<file path="src/design/lsmd_pkg.sv">
// lsmd_pkg: shared types and constants for the line sensor majority/debounce filter.
// No dependencies.
`timescale 1ns / 1ps

package lsmd_pkg;

  localparam int ROWS     = 3;
  localparam int COLUMNS  = 5;
  localparam int CHANNELS = ROWS * COLUMNS;

  localparam int WORD_W = 16;   // raw sensor word
  localparam int CNT_W  = 9;    // per-channel ones count
  localparam int N_W    = 8;    // sample_count register
  localparam int IDX_W  = 2;    // configuration register index
  localparam int DATA_W = 8;    // configuration write data

  // Configuration register indexes
  localparam logic [IDX_W-1:0] CFG_FILTER_MODE  = 2'd0;
  localparam logic [IDX_W-1:0] CFG_SAMPLE_COUNT = 2'd1;

  localparam logic [N_W-1:0] SAMPLE_COUNT_RST = 8'd4;

  typedef enum logic {
    MODE_MAJORITY = 1'b0,
    MODE_STABLE   = 1'b1
  } filter_mode_t;

  typedef logic [CHANNELS-1:0] pattern_t;

  typedef struct packed {
    filter_mode_t   mode;
    logic [N_W-1:0] sample_count;
    logic           restart;      // a register was written this cycle
  } cfg_t;

endpackage

</file>
<file path="src/design/line_sensor_majority_debounce_top.sv">
// line_sensor_majority_debounce_top: majority vote / debounce filter for a
// 3 x 5 line sensor bar. Depends on lsmd_pkg, lsmd_cfg, lsmd_in_reg,
// lsmd_core, lsmd_out_reg.
//
// Usage:
//   Input channel (in_valid / in_stall / in_raw_word): one raw sensor read
//   per item; bits 14..0 are the 15 channels, bit 15 is ignored.
//   Result channel (out_valid / out_stall / out_*_row): one filtered
//   pattern per completed request, split into back, middle and front rows.
//   Config port: cfg_we, cfg_index (0 = filter mode, 1 = sample count),
//   cfg_wdata. Any write to a listed register restarts the request.
//   Write config only while the block is idle.
// Timing:
//   An accepted item sits in the input register; the vote or run check is
//   done combinationally from it, and the result is loaded into the output
//   register at an edge where that register is empty or being drained.
//   One item per cycle is accepted sustained while the result side does not
//   stall; the input register is released whenever the output register is
//   empty or being drained.
// Reset (rst_n low, synchronous): both stages empty, majority mode, sample
//   count 4, and the next item starts a new request.
// Stall: a stalled result holds its value; the item behind it waits in the
//   input register, and in_stall rises only while both stages are full.
`timescale 1ns / 1ps

module line_sensor_majority_debounce_top
  import lsmd_pkg::*;
(
  input  logic               clk,
  input  logic               rst_n,
  input  logic               in_valid,
  output logic               in_stall,
  input  logic [WORD_W-1:0]  in_raw_word,
  output logic               out_valid,
  input  logic               out_stall,
  output logic [COLUMNS-1:0] out_back_row,
  output logic [COLUMNS-1:0] out_middle_row,
  output logic [COLUMNS-1:0] out_front_row,
  input  logic               cfg_we,
  input  logic [IDX_W-1:0]   cfg_index,
  input  logic [DATA_W-1:0]  cfg_wdata
);

  cfg_t     cfg;
  logic     can_load;     // output register can take a result
  logic     held_valid;
  pattern_t held_pattern;
  logic     take;
  logic     res_valid;
  pattern_t res_pattern;

  // the held item is consumed whenever the result side has room, whether
  // or not it completes a request
  assign take = held_valid && can_load;

  lsmd_cfg u_cfg (
    .clk       (clk),
    .rst_n     (rst_n),
    .cfg_we    (cfg_we),
    .cfg_index (cfg_index),
    .cfg_wdata (cfg_wdata),
    .cfg       (cfg)
  );

  lsmd_in_reg u_in_reg (
    .clk          (clk),
    .rst_n        (rst_n),
    .in_valid     (in_valid),
    .in_stall     (in_stall),
    .in_raw_word  (in_raw_word),
    .advance      (can_load),
    .held_valid   (held_valid),
    .held_pattern (held_pattern)
  );

  lsmd_core u_core (
    .clk         (clk),
    .rst_n       (rst_n),
    .cfg         (cfg),
    .take        (take),
    .pattern     (held_pattern),
    .res_valid   (res_valid),
    .res_pattern (res_pattern)
  );

  lsmd_out_reg u_out_reg (
    .clk            (clk),
    .rst_n          (rst_n),
    .res_valid      (res_valid),
    .res_pattern    (res_pattern),
    .can_load       (can_load),
    .out_valid      (out_valid),
    .out_stall      (out_stall),
    .out_back_row   (out_back_row),
    .out_middle_row (out_middle_row),
    .out_front_row  (out_front_row)
  );

endmodule

</file>
<file path="src/design/lsmd_cfg.sv">
// lsmd_cfg: configuration registers (filter mode, sample count) and restart pulse.
// Depends on lsmd_pkg.
`timescale 1ns / 1ps

module lsmd_cfg
  import lsmd_pkg::*;
(
  input  logic              clk,
  input  logic              rst_n,
  input  logic              cfg_we,
  input  logic [IDX_W-1:0]  cfg_index,
  input  logic [DATA_W-1:0] cfg_wdata,
  output cfg_t              cfg
);

  filter_mode_t   mode_r;
  logic [N_W-1:0] count_r;
  logic           hit_mode;
  logic           hit_count;

  assign hit_mode  = cfg_we && (cfg_index == CFG_FILTER_MODE);
  assign hit_count = cfg_we && (cfg_index == CFG_SAMPLE_COUNT);

  always_ff @(posedge clk) begin
    if (!rst_n) begin
      mode_r  <= MODE_MAJORITY;
      count_r <= SAMPLE_COUNT_RST;
    end else begin
      if (hit_mode) begin
        mode_r <= filter_mode_t'(cfg_wdata[0]);
      end
      if (hit_count) begin
        count_r <= cfg_wdata[N_W-1:0];
      end
    end
  end

  assign cfg.mode         = mode_r;
  assign cfg.sample_count = count_r;
  assign cfg.restart      = hit_mode || hit_count;

endmodule

</file>
<file path="src/design/lsmd_in_reg.sv">
// lsmd_in_reg: input register stage; holds one raw sensor item.
// Depends on lsmd_pkg.
`timescale 1ns / 1ps

module lsmd_in_reg
  import lsmd_pkg::*;
(
  input  logic              clk,
  input  logic              rst_n,
  input  logic              in_valid,
  output logic              in_stall,
  input  logic [WORD_W-1:0] in_raw_word,
  input  logic              advance,    // downstream takes the held item
  output logic              held_valid,
  output pattern_t          held_pattern
);

  logic     valid_r;
  pattern_t pattern_r;

  assign in_stall = valid_r && !advance;

  always_ff @(posedge clk) begin
    if (!rst_n) begin
      valid_r <= 1'b0;
    end else if (!in_stall) begin
      valid_r <= in_valid;
    end
  end

  // bit 15 is dropped here and never reaches the filter
  always_ff @(posedge clk) begin
    if (in_valid && !in_stall) begin
      pattern_r <= in_raw_word[CHANNELS-1:0];
    end
  end

  assign held_valid   = valid_r;
  assign held_pattern = pattern_r;

endmodule

</file>
<file path="src/design/lsmd_core.sv">
// lsmd_core: filter state (counts, previous pattern, run length) and the
// per-item decision. Depends on lsmd_pkg.
`timescale 1ns / 1ps

module lsmd_core
  import lsmd_pkg::*;
(
  input  logic     clk,
  input  logic     rst_n,
  input  cfg_t     cfg,
  input  logic     take,        // held item is consumed this cycle
  input  pattern_t pattern,
  output logic     res_valid,
  output pattern_t res_pattern
);

  logic [CHANNELS-1:0][CNT_W-1:0] cnt_r, cnt_nxt;
  logic [N_W-1:0] seen_r, seen_nxt;
  logic [N_W-1:0] run_r, run_nxt;
  pattern_t       prev_r;
  logic           first_r;
  pattern_t       vote;
  logic [CNT_W:0] total;
  logic           emit;

  assign total = {2'b00, cfg.sample_count} + {{CNT_W{1'b0}}, 1'b1};

  always_comb begin
    for (int b = 0; b < CHANNELS; b++) begin
      if (first_r) begin
        cnt_nxt[b] = {{(CNT_W-1){1'b0}}, pattern[b]};
      end else begin
        cnt_nxt[b] = cnt_r[b] + {{(CNT_W-1){1'b0}}, pattern[b]};
      end
      vote[b] = {cnt_nxt[b], 1'b0} >= total;
    end
  end

  assign seen_nxt = first_r ? '0 : seen_r + 1'b1;

  always_comb begin
    if (first_r || (pattern != prev_r)) begin
      run_nxt = '0;
    end else begin
      run_nxt = run_r + 1'b1;
    end
  end

  always_comb begin
    unique case (cfg.mode)
      MODE_MAJORITY: begin
        emit        = seen_nxt >= cfg.sample_count;
        res_pattern = vote;
      end
      MODE_STABLE: begin
        emit        = run_nxt >= cfg.sample_count;
        res_pattern = pattern;
      end
      default: begin
        emit        = 1'b0;
        res_pattern = pattern;
      end
    endcase
  end

  assign res_valid = take && emit;

  // first_r is the only state that needs reset: every request starts by
  // overwriting counts, sample tally and run length.
  always_ff @(posedge clk) begin
    if (!rst_n) begin
      first_r <= 1'b1;
    end else if (cfg.restart) begin
      first_r <= 1'b1;
    end else if (take) begin
      first_r <= emit;
    end
  end

  always_ff @(posedge clk) begin
    if (take) begin
      if (cfg.mode == MODE_MAJORITY) begin
        cnt_r  <= cnt_nxt;
        seen_r <= seen_nxt;
      end else begin
        run_r  <= run_nxt;
        prev_r <= pattern;
      end
    end
  end

endmodule

</file>
<file path="src/design/lsmd_out_reg.sv">
// lsmd_out_reg: result register; splits the filtered pattern into its rows.
// Depends on lsmd_pkg.
`timescale 1ns / 1ps

module lsmd_out_reg
  import lsmd_pkg::*;
(
  input  logic               clk,
  input  logic               rst_n,
  input  logic               res_valid,
  input  pattern_t           res_pattern,
  output logic               can_load,
  output logic               out_valid,
  input  logic               out_stall,
  output logic [COLUMNS-1:0] out_back_row,
  output logic [COLUMNS-1:0] out_middle_row,
  output logic [COLUMNS-1:0] out_front_row
);

  logic     valid_r;
  pattern_t pattern_r;

  assign can_load = !valid_r || !out_stall;

  always_ff @(posedge clk) begin
    if (!rst_n) begin
      valid_r <= 1'b0;
    end else if (can_load) begin
      valid_r <= res_valid;
    end
  end

  always_ff @(posedge clk) begin
    if (can_load && res_valid) begin
      pattern_r <= res_pattern;
    end
  end

  assign out_valid      = valid_r;
  assign out_back_row   = pattern_r[0*COLUMNS +: COLUMNS];
  assign out_middle_row = pattern_r[1*COLUMNS +: COLUMNS];
  assign out_front_row  = pattern_r[2*COLUMNS +: COLUMNS];

endmodule

</file>
<file path="config.mk">
export PLATFORM = sky130hd
export DESIGN_NAME = line_sensor_majority_debounce_top
export DESIGN_NICKNAME = d
export VERILOG_FILES = /design/src/design/lsmd_pkg.sv /design/src/design/line_sensor_majority_debounce_top.sv /design/src/design/lsmd_cfg.sv /design/src/design/lsmd_in_reg.sv /design/src/design/lsmd_core.sv /design/src/design/lsmd_out_reg.sv
export SDC_FILE = /design/constraint.sdc
export NUM_CORES = 1
export LEC_CHECK = 0
export ABC_AREA = 1
export BUFFER_PORTS_ARGS = -buffer_cell sky130_fd_sc_hd__buf_4
export CAP_MARGIN = 20
export CORE_ASPECT_RATIO = 0.9
export CORE_MARGIN = 2
export CORE_UTILIZATION = 57
export DETAILED_ROUTE_END_ITERATION = 12
export PLACE_DENSITY = 0.83
export SYNTH_ARGS = -nofsm -noshare
export SYNTH_HDL_FRONTEND = slang
export SYNTH_SLANG_ARGS = --single-unit
</file>
<file path="constraint.sdc">
create_clock -name clk -period 8.5 [get_ports clk]
set_input_delay 0.85 -clock clk [delete_from_list [all_inputs] [get_ports clk]]
set_output_delay 0.85 -clock clk [all_outputs]
set_load 0.01 [all_outputs]
</file>
## Word level (Yosys, flattened, before mapping)

Index checks and enable logic that the tools add are counted.

| cells by class | value |
|---|---|
| bitwise logic cells | 2 |
| mux-type cells | 19 |
| magnitude comparators | 17 |
| add/sub/neg operators | 18 |
| eq/ne operators | 2 |
| reductions and logical operators | 18 |

Operators by type and width:

| cell | count |
|---|---|
| 10-bit >= comparator | 15 |
| 9-bit by 1-bit adder with 9-bit output | 15 |
| 9-bit two-way mux | 15 |
| 15-bit one-hot mux with 2 select lines | 1 |
| 8-bit by 1-bit adder with 8-bit output, second input constant | 2 |
| 8-bit >= comparator | 2 |
| 8-bit two-way mux | 2 |
| 15-bit inequality test | 1 |
| 8-bit by 1-bit adder with 9-bit output, second input constant | 1 |
| 1-bit logical AND | 7 |
| 1-bit logical NOT | 4 |
| 2-bit AND reduction | 2 |
| 1-bit logical OR | 3 |
| 2-bit by 1-bit == test with 1-bit output, second input constant | 1 |
| 2-bit logical NOT | 1 |
| 1-bit inverter | 2 |
| 1-bit one-hot mux with 2 select lines | 1 |
| 2-bit OR reduction | 1 |

| word-level totals | value |
|---|---|
| logic and storage cells | 101 |
| register bits | 208 |
| bits of input ports | 31 |

## Depth between registers and ports, before layout

Gate-level depths: netlist (run 1).

| logic depth | value |
|---|---|
| depth in word-level cells | 7 |
| depth in mapped cells | 19 |
| gate-level depth less buffers | 19 |

## Cells and area by module

A second synthesis (run 1) with hierarchy kept.

| unflattened totals | value |
|---|---|
| cell total of the unflattened synthesis | 1377 |
| area, all modules | 12783.5 µm² |

By module, submodules not included:

| module | cells each | instances | area each (µm²) |
|---|---|---|---|
| lsmd_core | 1271 | 1 | 11365.9 |
| lsmd_in_reg | 23 | 1 | 500.5 |
| lsmd_out_reg | 21 | 1 | 498.0 |
| lsmd_cfg | 60 | 1 | 411.6 |
| line_sensor_majority_debounce_top | 2 | 1 | 7.5 |

## Least setup slack after synthesis (run 1)

OpenSTA, ideal clock, no wires.

| path | value |
|---|---|
| path kind | input port to flip-flop |
| start | in out_stall |
| end | reg u_out_reg.pattern_r[0] (enable) |
| path slack | -84 ps |
| path buffers | 0 |
| setup time | 374 ps |
| data required time | 8126 ps |
| cell stages on the path | 5 |
| arrival time | 8210 ps |
| cell sequence | nand2_1 nand2_1 nor2_1 nand2_1 nand2_1 |

| between the ends | value |
|---|---|
| cells in the longest elaborated chain, start to end | 5 |

RTL lines:

| what | RTL line | source |
|---|---|---|
| start, declared | line_sensor_majority_debounce_top.sv:35 | `input logic out_stall,` |
| 1-bit logical NOT * | lsmd_out_reg.sv:23 | `assign can_load = !valid_r \|\| !out_stall;` |
| 1-bit logical OR * | lsmd_out_reg.sv:23 |  |
| 1-bit logical AND | line_sensor_majority_debounce_top.sv:54 | `assign take = held_valid && can_load;` |
| 1-bit logical AND | lsmd_core.sv:66 | `assign res_valid = take && emit;` |
| 1-bit logical AND * | lsmd_out_reg.sv:34 | `if (can_load && res_valid) begin` |
| end signal, assigned | lsmd_out_reg.sv:35 | `pattern_r <= res_pattern;` |
| end, declared | lsmd_out_reg.sv:21 | `pattern_t pattern_r;` |

Every way passes the cells marked *; elsewhere a longest branch is shown, timed or not.
A chain may end at the register's enable or synchronous reset.

## Worst setup path in the final report (run 1)

| path | value |
|---|---|
| start | reg u_in_reg.pattern_r[7] (netlist: u_in_reg.held_pattern[7]) |
| end | reg u_out_reg.pattern_r[9] (enable) |

| between the ends | value |
|---|---|
| cells in the longest elaborated chain, start to end | 7 |

RTL lines:

| what | RTL line | source |
|---|---|---|
| start, declared | lsmd_in_reg.sv:19 | `pattern_t pattern_r;` |
| start signal, assigned | lsmd_in_reg.sv:34 | `pattern_r <= in_raw_word[CHANNELS-1:0];` |
| 15-bit inequality test | lsmd_core.sv:42 | `if (first_r \|\| (pattern != prev_r)) begin` |
| 1-bit logical OR | lsmd_core.sv:42 |  |
| 8-bit two-way mux | lsmd_core.sv:42 |  |
| named net u_core.run_nxt[5] | lsmd_core.sv:19 | `logic [N_W-1:0] run_r, run_nxt;` |
| 8-bit >= comparator | lsmd_core.sv:56 | `emit = run_nxt >= cfg.sample_count;` |
| 1-bit one-hot mux with 2 select lines | lsmd_core.sv:50 | `unique case (cfg.mode)` |
| 1-bit logical AND | lsmd_core.sv:66 |  |
| 1-bit logical AND | lsmd_out_reg.sv:34 |  |

The timed path passes the listed nets, and every way through them passes these cells.

==> results of run 1 <==
-- report_power, final --
| part | switching (uW) | leakage, uW | internal [uW] | total [uW] |
|---|---|---|---|---|
| logic | 196 | 0.00383 | 112 | 308 |
| clock network | 420 | 0.000379 | 590 | 1010 |
| registers | 35.6 | 0.00198 | 1180 | 1220 |
| total | 652 | 0.00619 | 1880 | 2540 |
-- logic make-up (layout without fill, tap and decap cells) --
kind of cell,Yosys count,in the layout
simple gates,566,566
compound gates,260,260
flops,208,208
buf+inv,176,256
fa+ha+maj,154,154
xor+xnor,16,16
-- registers in the layout, summed over array words and instances (netlist names) --
signal,flops
u_in_reg.held_pattern,15
u_core.first_r,1
u_out_reg.pattern_r,15
u_core.cnt_r,135
u_core.prev_r,15
u_core.seen_r,8
u_cfg.count_r,8
u_in_reg.held_valid,1
u_core.run_r,8
u_out_reg.out_valid,1
u_cfg.mode_r,1
-- final cells by class --
cell class / instances / share of cell area [%]
Timing Repair Buffer: 59 / 3.22
Tap cell: 291 / 2.56
Sequential cell: 208 / 43.1
Clock inverter: 14 / 0.924
Inverter: 153 / 4.04
Multi-Input combinational cell: 996 / 41.7
Clock buffer: 30 / 4.46
-- routing by layer --
| metal | share of wire (%) | GRT usage [%] |
|---|---|---|
| met2 | 48 | 42.6 |
| met4 | 3.7 | 10.4 |
| met5 | 0 | 0 |
| met3 | 6.9 | 4.30 |
| met1 | 41 | 31.8 |
-- final timing paths --
path	startpoint	endpoint	slack, ns	cells after the start
max	u_in_reg.held_pattern[7]	u_out_reg.pattern_r[9]	4.91	15
min	in_raw_word[7]	u_in_reg.held_pattern[7]	0.49	1
max reg2reg	u_in_reg.held_pattern[7]	u_out_reg.pattern_r[9]	4.91	15
min reg2reg	u_in_reg.held_valid	u_in_reg.held_valid	0.55	2
-- cells in the mapped netlist (all sizes together) --
master   count  area, sq um
a21o         2         15.0
xor2        11         96.3
nand4       11         68.8
nor4         1         6.26
o2111ai      1         8.76
o22ai        2         12.5
nor2       163          624
nand2      224          843
o211ai       1         7.51
a21oi      170          855
inv        153          574
dfxtp       12          240
o21ai       78          394
nand3       76          380
xnor2        5         43.8
o21a         6         45.0
ha         154         1930
buf         17         86.3
clkbuf       6         23.8
edfxtp     196         5890
nor3b        8         75.1
and3        11         68.8
nor3        57          325
and2         2         12.5
or2         13         81.3
-- stage by stage --
step | power (uW) | setup slack (ns) | util (%) | instance area [sq um] | cells
4_1_cts | 2550 | 4.97 | 65.2 | 14200 | 1750
3_3_place_gp | 1520 | 4.34 | 61.6 | 13400 | 1704
6_report | 2540 | 4.91 | 65.3 | 14200 | 1751
5_1_grt | 2640 | 4.69 | 65.3 | 14200 | 1751
2_1_floorplan | 1440 | 2.52 | - | 12700 | 1380
3_5_place_dp | 1540 | 5.04 | 61.7 | 13400 | 1706
-- layout by cell type (no fill, tap or decap), drive strengths merged, types with 8 or more instances in the layout --
master | synthesis | routed
and3 | 11 | 11
edfxtp | 196 | 196
xor2 | 11 | 11
dfxtp | 12 | 12
nor3 | 57 | 57
o21ai | 78 | 78
nor2 | 163 | 163
inv | 153 | 153
nor3b | 8 | 8
nand4 | 11 | 11
clkinv | 0 | 11
or2 | 13 | 13
buf | 17 | 59
clkbuf | 6 | 30
nand3 | 76 | 76
nand2 | 224 | 224
ha | 154 | 154
a21oi | 170 | 170
==> metrics.md, run 1 <==
| Metric | Value |
|---|---|
| Status | finished clean |
| CP peak stage delay | 0.60 ns |
| WP buf/inv | 1 |
| FF+latch count, synth | 208 |
| XOR/XNOR Fraction of Synth Area | 1.10% |
| CTS clk-pin slew, worst paths | 0.06 ns |
| Synth cell types | 36 |
| DR DRC count | 0 |
| Clock Skew | 0.0321 ns |
| Vias in the first global route | 9988 |
| Initial antenna violation count | 0 |
| Vias | 9970 |
| PortBufs | 46 |
| Clock buffer count from CTS | 24 |
| Fin crit share | 42.2% |
| Post-Route WL | 29.5 mm |
| CTS Sinks | 208 |
| Mean Syn Cell Area | 9.20 sq um |
| Core area | 21800 sq um |
| Filler Cell Count | 1676 |
| RePlAce Congestion | 0.830 |
| Setup crit end kind | flip-flop |
| Slowest-stage cell, CP | nand2_1 |
| Max clock buf depth | 3 |
| Root Buffer | clkbuf_16 |
| Final min period | 3.59 ns |
| Mapped Area | 12700 sq um |
| Post-route ant nets | 0 |
| Cell Rows | 51 |
| Min Hold Slack | 0.489 ns |
| Post-DR wirelength/cell | 16.8 um |
| Share of layout cells above drive strength 1 | 9.45% |
| # diodes | 0 |
| Mapped Cells | 1380 |
| RSZ-0062 raised after global routing | no |
| CTS tree | built |
| Initial core utilization | 58.4% |
| Worst EP arrival | 3.61 ns |
| Setup Buffers After CTS | 0 |
| Kind of critical path | reg2reg |
| Peak supply drop | 0.000148 V |
| Post-Syn Nets | 1565 |
| Critical path required time | 8.52 ns |
| Maxcap violations | 0 |
| Startpoint type of the worst setup path | flip-flop |
| Crit path max-delay family | simple AND/OR/NAND/NOR gates |
| Max-slew violations | 0 |
| Grt total ovfl | 0 |
| Post-Synth Simple-Gate Area | 19.6% |
| Die area | 23500 sq um |
| CP Cell Sequence | inv_1, nand2_1, nand2_1, nor2_1, nand3_1, nor2_1, nand2_2, nor3_2, ha_1, a21oi_1, nor2_1, nor2_1, nand4_1, nand2_1, nand2_1 |
| TNS Setup | 0 ns |
| Initial DRC count | 803 |
| Die Height | 146 um |
| Area grow syn2layout | 11.9% |
| Pin count of the biggest net entering global routing | 88 |
| Post-DP HPWL | 19.5 mm |
| Setup-failing EPs final | 0 |
| Main combinational cell family by area after synthesis | simple AND/OR/NAND/NOR gates |
| Num ports | 48 |
| Slew @ Worst Pin | 1.09 ns |
| Drt via density | 5.69 |
| First-pass GRT wire length | 47.5 mm |
| Sequential Area | 6130 sq um |
| CP max FO | 15 |
| Mux cell area share after synthesis | 0% |
| Slew margin rel. | 27.7% |
| YS warnings | 0 |
| Resize count post-CTS | 0 |
| Final hold viol count | 0 |
| Hold Path Class | in2reg |
| Pwr Density | 178 nW/um^2 |
| Iteration count of the initial detailed-routing pass | 6 |
| Multi-input logic area | 5920 sq um |
| Hold buffers post-CTS | 0 |
| Sequential share of the synthesized area | 48.2% |
| Worst-Skew Late Latency | 0.54 ns |
| Die X | 161 um |
| Leak | 0.00619 uW |
| Overall Global Routing Usage | 25.1% |
| Fmax | 279 MHz |
| Adder-Cell Fraction of Synth Area | 15.2% |
| CTS H-tree lvls | 1 |
| Compound-Gate Fraction of Synth Area | 10.5% |
| Fin nets | 1627 |
Power figures use the tool's default switching activity.
==> run 2: changes to the inputs <==
--- a/config.mk
+++ b/config.mk
@@ -10,9 +10,9 @@
 export CAP_MARGIN = 20
 export CORE_ASPECT_RATIO = 0.9
 export CORE_MARGIN = 2
-export CORE_UTILIZATION = 57
+export CORE_UTILIZATION = 63
 export DETAILED_ROUTE_END_ITERATION = 12
-export PLACE_DENSITY = 0.83
+export PLACE_DENSITY = 0.87
 export SYNTH_ARGS = -nofsm -noshare
 export SYNTH_HDL_FRONTEND = slang
 export SYNTH_SLANG_ARGS = --single-unit
==> constraint.sdc (replaced) <==
create_clock -name clk -period 3.7 [get_ports clk]
set_input_delay 0.37 -clock clk [delete_from_list [all_inputs] [get_ports clk]]
set_output_delay 0.37 -clock clk [all_outputs]
set_load 0.01 [all_outputs]
==> run 2 against run 1 <==
Effect of this change: global-route usage grew 2.7 points; total power increased by 130%; count of clock-buffer cells in the layout shrank 5; flip-flop and latch count unchanged; sequential power rose by 130%; combinational power is 140% higher; sequential share of layout area down 0.084 points; die area fell by 9.3%; cell count decreased by 2.1%; critical endpoint is now u_out_reg.pattern_r[7].
==> metrics.md, run 2 (synthesized netlist as in run 1, its figures left out) <==
| Metric | Value |
|---|---|
| Worst EP arrival | 3.30 ns |
| CP max FO | 15 |
| RePlAce Congestion | 0.851 |
| Grt total ovfl | 0 |
| Vias | 10200 |
| Status | finished clean |
| Power, Total | 5930 uW |
| Num ports | 48 |
| Biggest register | u_core.cnt_r |
| Pin count of the biggest net entering global routing | 94 |
| First-pass GRT wire length | 48.0 mm |
| Worst setup margin | 0.594 ns |
| Resize count post-CTS | 0 |
| Setup Buffers After CTS | 0 |
| Most frequent cells in the layout | 220 x nand2_1, 196 x edfxtp_1, 169 x a21oi_1 |
| Max clock buf depth | 3 |
| Drt via density | 5.94 |
| Startpoint type of the worst setup path | flip-flop |
| Maxcap violations | 0 |
| Fin nets | 1630 |
| Initial antenna violation count | 0 |
| Met1 Use GR | 35.7% |
| PortBufs | 46 |
| Setup-failing EPs final | 0 |
| Setup crit end kind | flip-flop |
| Final hold viol count | 0 |
| Slew margin rel. | 40.2% |
| Fmax | 322 MHz |
| Hold buffers post-CTS | 0 |
| Initial core utilization | 63.9% |
| Post-DP HPWL | 19.8 mm |
| CTS clk-pin slew, worst paths | 0.06 ns |
| Final Core Density | 71.7% |
| # diodes | 0 |
| Slew @ Worst Pin | 0.898 ns |
| Cell Rows | 49 |
| CTS tree | built |
| Iteration count of the initial detailed-routing pass | 7 |
| TNS Setup | 0 ns |
| Worst slack, placed | 0.742 ns |
| RSZ-0062 raised after global routing | no |
| Clock Skew | 0.0143 ns |
| Max-slew violations | 0 |
| Die Height | 139 um |
| Min Hold Slack | 0.0206 ns |
| CTS H-tree lvls | 1 |
| Post-Route WL | 29.9 mm |
| Pwr Density | 417 nW/um^2 |
| Commonest non-fill, non-tap cell in the layout | nand2_1 |
| Final min period | 3.11 ns |
| Hold Path Class | in2reg |
| Initial DRC count | 958 |
| Peak supply drop | 0.000339 V |
| Share of layout cells above drive strength 1 | 9.52% |
| Grt met3 use | 4.00% |
| Clock buffer count from CTS | 23 |
| CTS Sinks | 208 |
| Die area | 21300 sq um |
| GRT busiest layer | met2 |
| Critical path required time | 3.90 ns |
| Core area | 19900 sq um |
| Kind of critical path | reg2reg |
| Post-DR wirelength/cell | 17.4 um |
| Filler Cell Count | 1384 |
| Worst-Skew Late Latency | 0.52 ns |
| GR Layer Usage met2 | 47.6% |
| Area grow syn2layout | 12.1% |
| Max reg flops | 135 |
| Overall Global Routing Usage | 27.8% |
| Root Buffer | clkbuf_16 |
| Fin crit share | 84.0% |
| Vias in the first global route | 10000 |
| Post-route ant nets | 0 |
| Die X | 154 um |
| DR DRC count | 0 |
| Leak | 0.00622 uW |
## run 2: worst paths after layout
kind,end,start,cells after the start,slack [ns]
max,u_out_reg.pattern_r[7],u_in_reg.held_pattern[14],13,0.59
max reg2reg,u_out_reg.pattern_r[7],u_in_reg.held_pattern[14],13,0.59
min reg2reg,u_in_reg.held_valid,u_in_reg.held_valid,2,0.56
min,u_in_reg.held_pattern[4],in_raw_word[4],1,0.02
## run 2: metal layers
metal	up-vias	routed length [um]
met5	-	0
met4	0	1210
met3	88	2080
met2	421	14500
met1	4731	12100
li1	4941	-
## run 2: cell type report
cell class,count,area (sq um),area share (%)
flip-flops and latches,208,6130,43.0
multi-input cells,996,5930,41.6
clock buffers,25,583,4.09
inverters,153,574,4.03
repair buffers,63,510,3.59
well taps,255,319,2.24
clock inverters,15,196,1.38
## run 2: worst max-delay path: stages, from the launching register on
cell and delay (ns):
edfxtp_1 0.49, xor2_1 0.19, nor2_1 0.12, o2111ai_1 0.18, nor2_2 0.16, nand2_2 0.16
nor3_2 0.21, ha_1 0.29, a21oi_1 0.23, nor2_1 0.09, nor2_1 0.11, nand4_1 0.12
nand2_1 0.17, nand2_4 0.24
## run 2: power breakdown
group          internal (uW)  total [uW]  switching (uW)  leakage, uW
clock                   1480        2410             935     0.000382
combinational            266         728             462      0.00385
sequential              2710        2790            79.4      0.00198
total                   4460        5930            1480      0.00622
## run 2: stage by stage
stage / instances / area, sq um
floorplan: 1380 / 12700
global placement: 1675 / 13500
detailed placement: 1675 / 13500
CTS: 1715 / 14200
global route: 1715 / 14200
finish: 1715 / 14200
==> run 3: changes to the inputs <==
==> constraint.sdc (replaced) <==
create_clock -name clk -period 2.9 [get_ports clk]
set_input_delay 0.29 -clock clk [delete_from_list [all_inputs] [get_ports clk]]
set_output_delay 0.29 -clock clk [all_outputs]
set_load 0.01 [all_outputs]
==> run 3 against run 2 <==
Effect of this change: count of clock-buffer cells in the layout increased by 3; total power increased by 21%; combinational power increased by 39%; worst setup slack got worse by 0.53 ns; sequential power increased by 27%; via count increased by 3.7%.
==> metrics.md, run 3 (synthesized netlist as in run 1, its figures left out) <==
| Metric | Value |
|---|---|
| Fin nets | 1666 |
| Pin count of the biggest net entering global routing | 94 |
| Kind of critical path | reg2reg |
| Status | finished clean |
| CP Cell Sequence | buf_4, inv_1, o22ai_1, inv_1, nand4_1, nor2_2, nand2_4, nor3_4, ha_1, a21oi_1, nor2_1, nor2_1, nand4_1, nand2_4, nand2_8 |
| Slowest-stage cell, CP | edfxtp_1 |
| Placed Cells | 1683 |
| Final min period | 2.83 ns |
| Biggest register | u_core.cnt_r |
| Grt total ovfl | 0 |
| Power, Total | 7190 uW |
| CTS Sinks | 208 |
| Initial core utilization | 63.9% |
| Iteration count of the initial detailed-routing pass | 6 |
| Worst-Skew Late Latency | 0.51 ns |
| Critical path required time | 3.15 ns |
| DR DRC count | 0 |
| CTS H-tree lvls | 1 |
| Setup crit end kind | flip-flop |
| Core area | 19900 sq um |
| Slew margin rel. | 39.8% |
| Die Height | 139 um |
| PortBufs | 46 |
| Hold Path Class | in2reg |
| Die X | 154 um |
| Worst EP arrival | 3.08 ns |
| Max-slew violations | 0 |
| Peak supply drop | 0.000377 V |
| Placed Area | 13600 sq um |
| CTS tree | built |
| # diodes | 0 |
| Non-Filler Instances | 1752 |
| Min Hold Slack | 0.0463 ns |
| Met1 Use GR | 35.8% |
| Post-DP HPWL | 19.7 mm |
| Post-route ant nets | 0 |
| Share of layout cells above drive strength 1 | 11.9% |
| GR Layer Usage met2 | 48.4% |
| Num ports | 48 |
| Fin crit share | 97.7% |
| Clock Skew | 0.0104 ns |
| Post-Route WL | 31.2 mm |
| Initial antenna violation count | 0 |
| Leak | 0.00639 uW |
| Startpoint type of the worst setup path | flip-flop |
| Final hold viol count | 0 |
| Pwr Density | 492 nW/um^2 |
| Commonest non-fill, non-tap cell in the layout | nand2_1 |
| Grt met3 use | 3.53% |
| RePlAce Congestion | 0.835 |
| Drt via density | 6.03 |
| Root Buffer | clkbuf_16 |
| Vias in the first global route | 10300 |
| CTS clk-pin slew, worst paths | 0.06 ns |
| Maxcap violations | 0 |
| Overall Global Routing Usage | 28.0% |
| Die area | 21300 sq um |
| Clock buffer count from CTS | 23 |
| Fmax | 353 MHz |
| Initial DRC count | 977 |
| Area grow syn2layout | 15.0% |
| Final Core Density | 73.5% |
| First-pass GRT wire length | 48.6 mm |
| Max clock buf depth | 3 |
| Final Instance Area | 14600 sq um |
| Crit path max-delay family | simple AND/OR/NAND/NOR gates |
| Most frequent cells in the layout | 216 x nand2_1, 196 x edfxtp_1, 164 x a21oi_1 |
| GRT busiest layer | met2 |
| Post-DR wirelength/cell | 17.8 um |
| Vias | 10600 |
| Slew @ Worst Pin | 0.903 ns |
| CP max FO | 7 |
| WP buf/inv | 3 |
| Cell Rows | 49 |
| Setup-failing EPs final | 0 |
| CP peak stage delay | 0.43 ns |
| Max reg flops | 135 |
-- run 3: cell count changes in the layout (fill, tap and decap cells not counted), moves of 3 or more --
cell / previous run / this run
buf_4: 60 / 77
dlygate4sd3_1: 0 / 16
clkinv_1: 6 / 12
a21oi_1: 169 / 164
a21oi_2: 1 / 6
bufinv_16: 5 / 0
ha_1: 154 / 150
nand2_1: 220 / 216
nor2_1: 156 / 152
o21ai_0: 60 / 56
clkbuf_1: 2 / 5
ha_2: 0 / 3
nor2_2: 6 / 9
-- run 3: worst min-delay path, cell delays in order --
cell     delay [ns]
buf_4          0.13
nand2_1        0.06
inv_1          0.04
-- run 3: what timing repair did --
action | 4_1_cts | 5_1_grt
endpoints found under the hold margin | 16 | 0
setup endpoints to repair | 0 | 23
hold buffers | 16 | 0
gates resized for setup | 0 | 38
buffers inserted | 0 | 11
-- run 3: where the power goes --
| part | internal, uW | switching (uW) |
|---|---|---|
| clock | 1440 | 1180 |
| sequential | 3460 | 92.2 |
| combinational | 384 | 628 |
-- run 3: path summary, 6_finish.rpt --
| kind | from | endpoint | slack [ns] | cells after the start |
|---|---|---|---|---|
| setup / recovery | u_in_reg.held_pattern[1] | u_out_reg.pattern_r[5] | 0.07 | 15 |
| hold / removal | rst_n | u_out_reg.out_valid | 0.05 | 3 |
| setup reg to reg | u_in_reg.held_pattern[1] | u_out_reg.pattern_r[5] | 0.07 | 15 |
| hold reg to reg | u_out_reg.out_valid | u_in_reg.held_valid | 0.55 | 2 |
-- run 3: area by class of cell --
| class | count | area [sq um] |
|---|---|---|
| fillers | 1363 | 5260 |
| clock buffers | 28 | 594 |
| clock inverters | 13 | 50.0 |
| flip-flops and latches | 208 | 6130 |
| inverters | 153 | 574 |
| repair buffers | 98 | 838 |
| well taps | 255 | 319 |
| multi-input cells | 997 | 6100 |
-- run 3: per-layer routing --
layer	routed length (um)	vias up	part of all wire [%]
met2	15200	517	49
met1	12500	4922	40
met4	1310	0	4.2
li1	-	5019	-
met5	0	-	0
met3	2230	102	7.1
-- run 3: stage by stage --
stage	worst slack (ns)	TNS, ns
floorplan	-0.768	-31.83
global placement	0.198	0
detailed placement	0.0615	0
CTS	0.0270	0
global route	-0.0512	-0.743
finish	0.0656	0
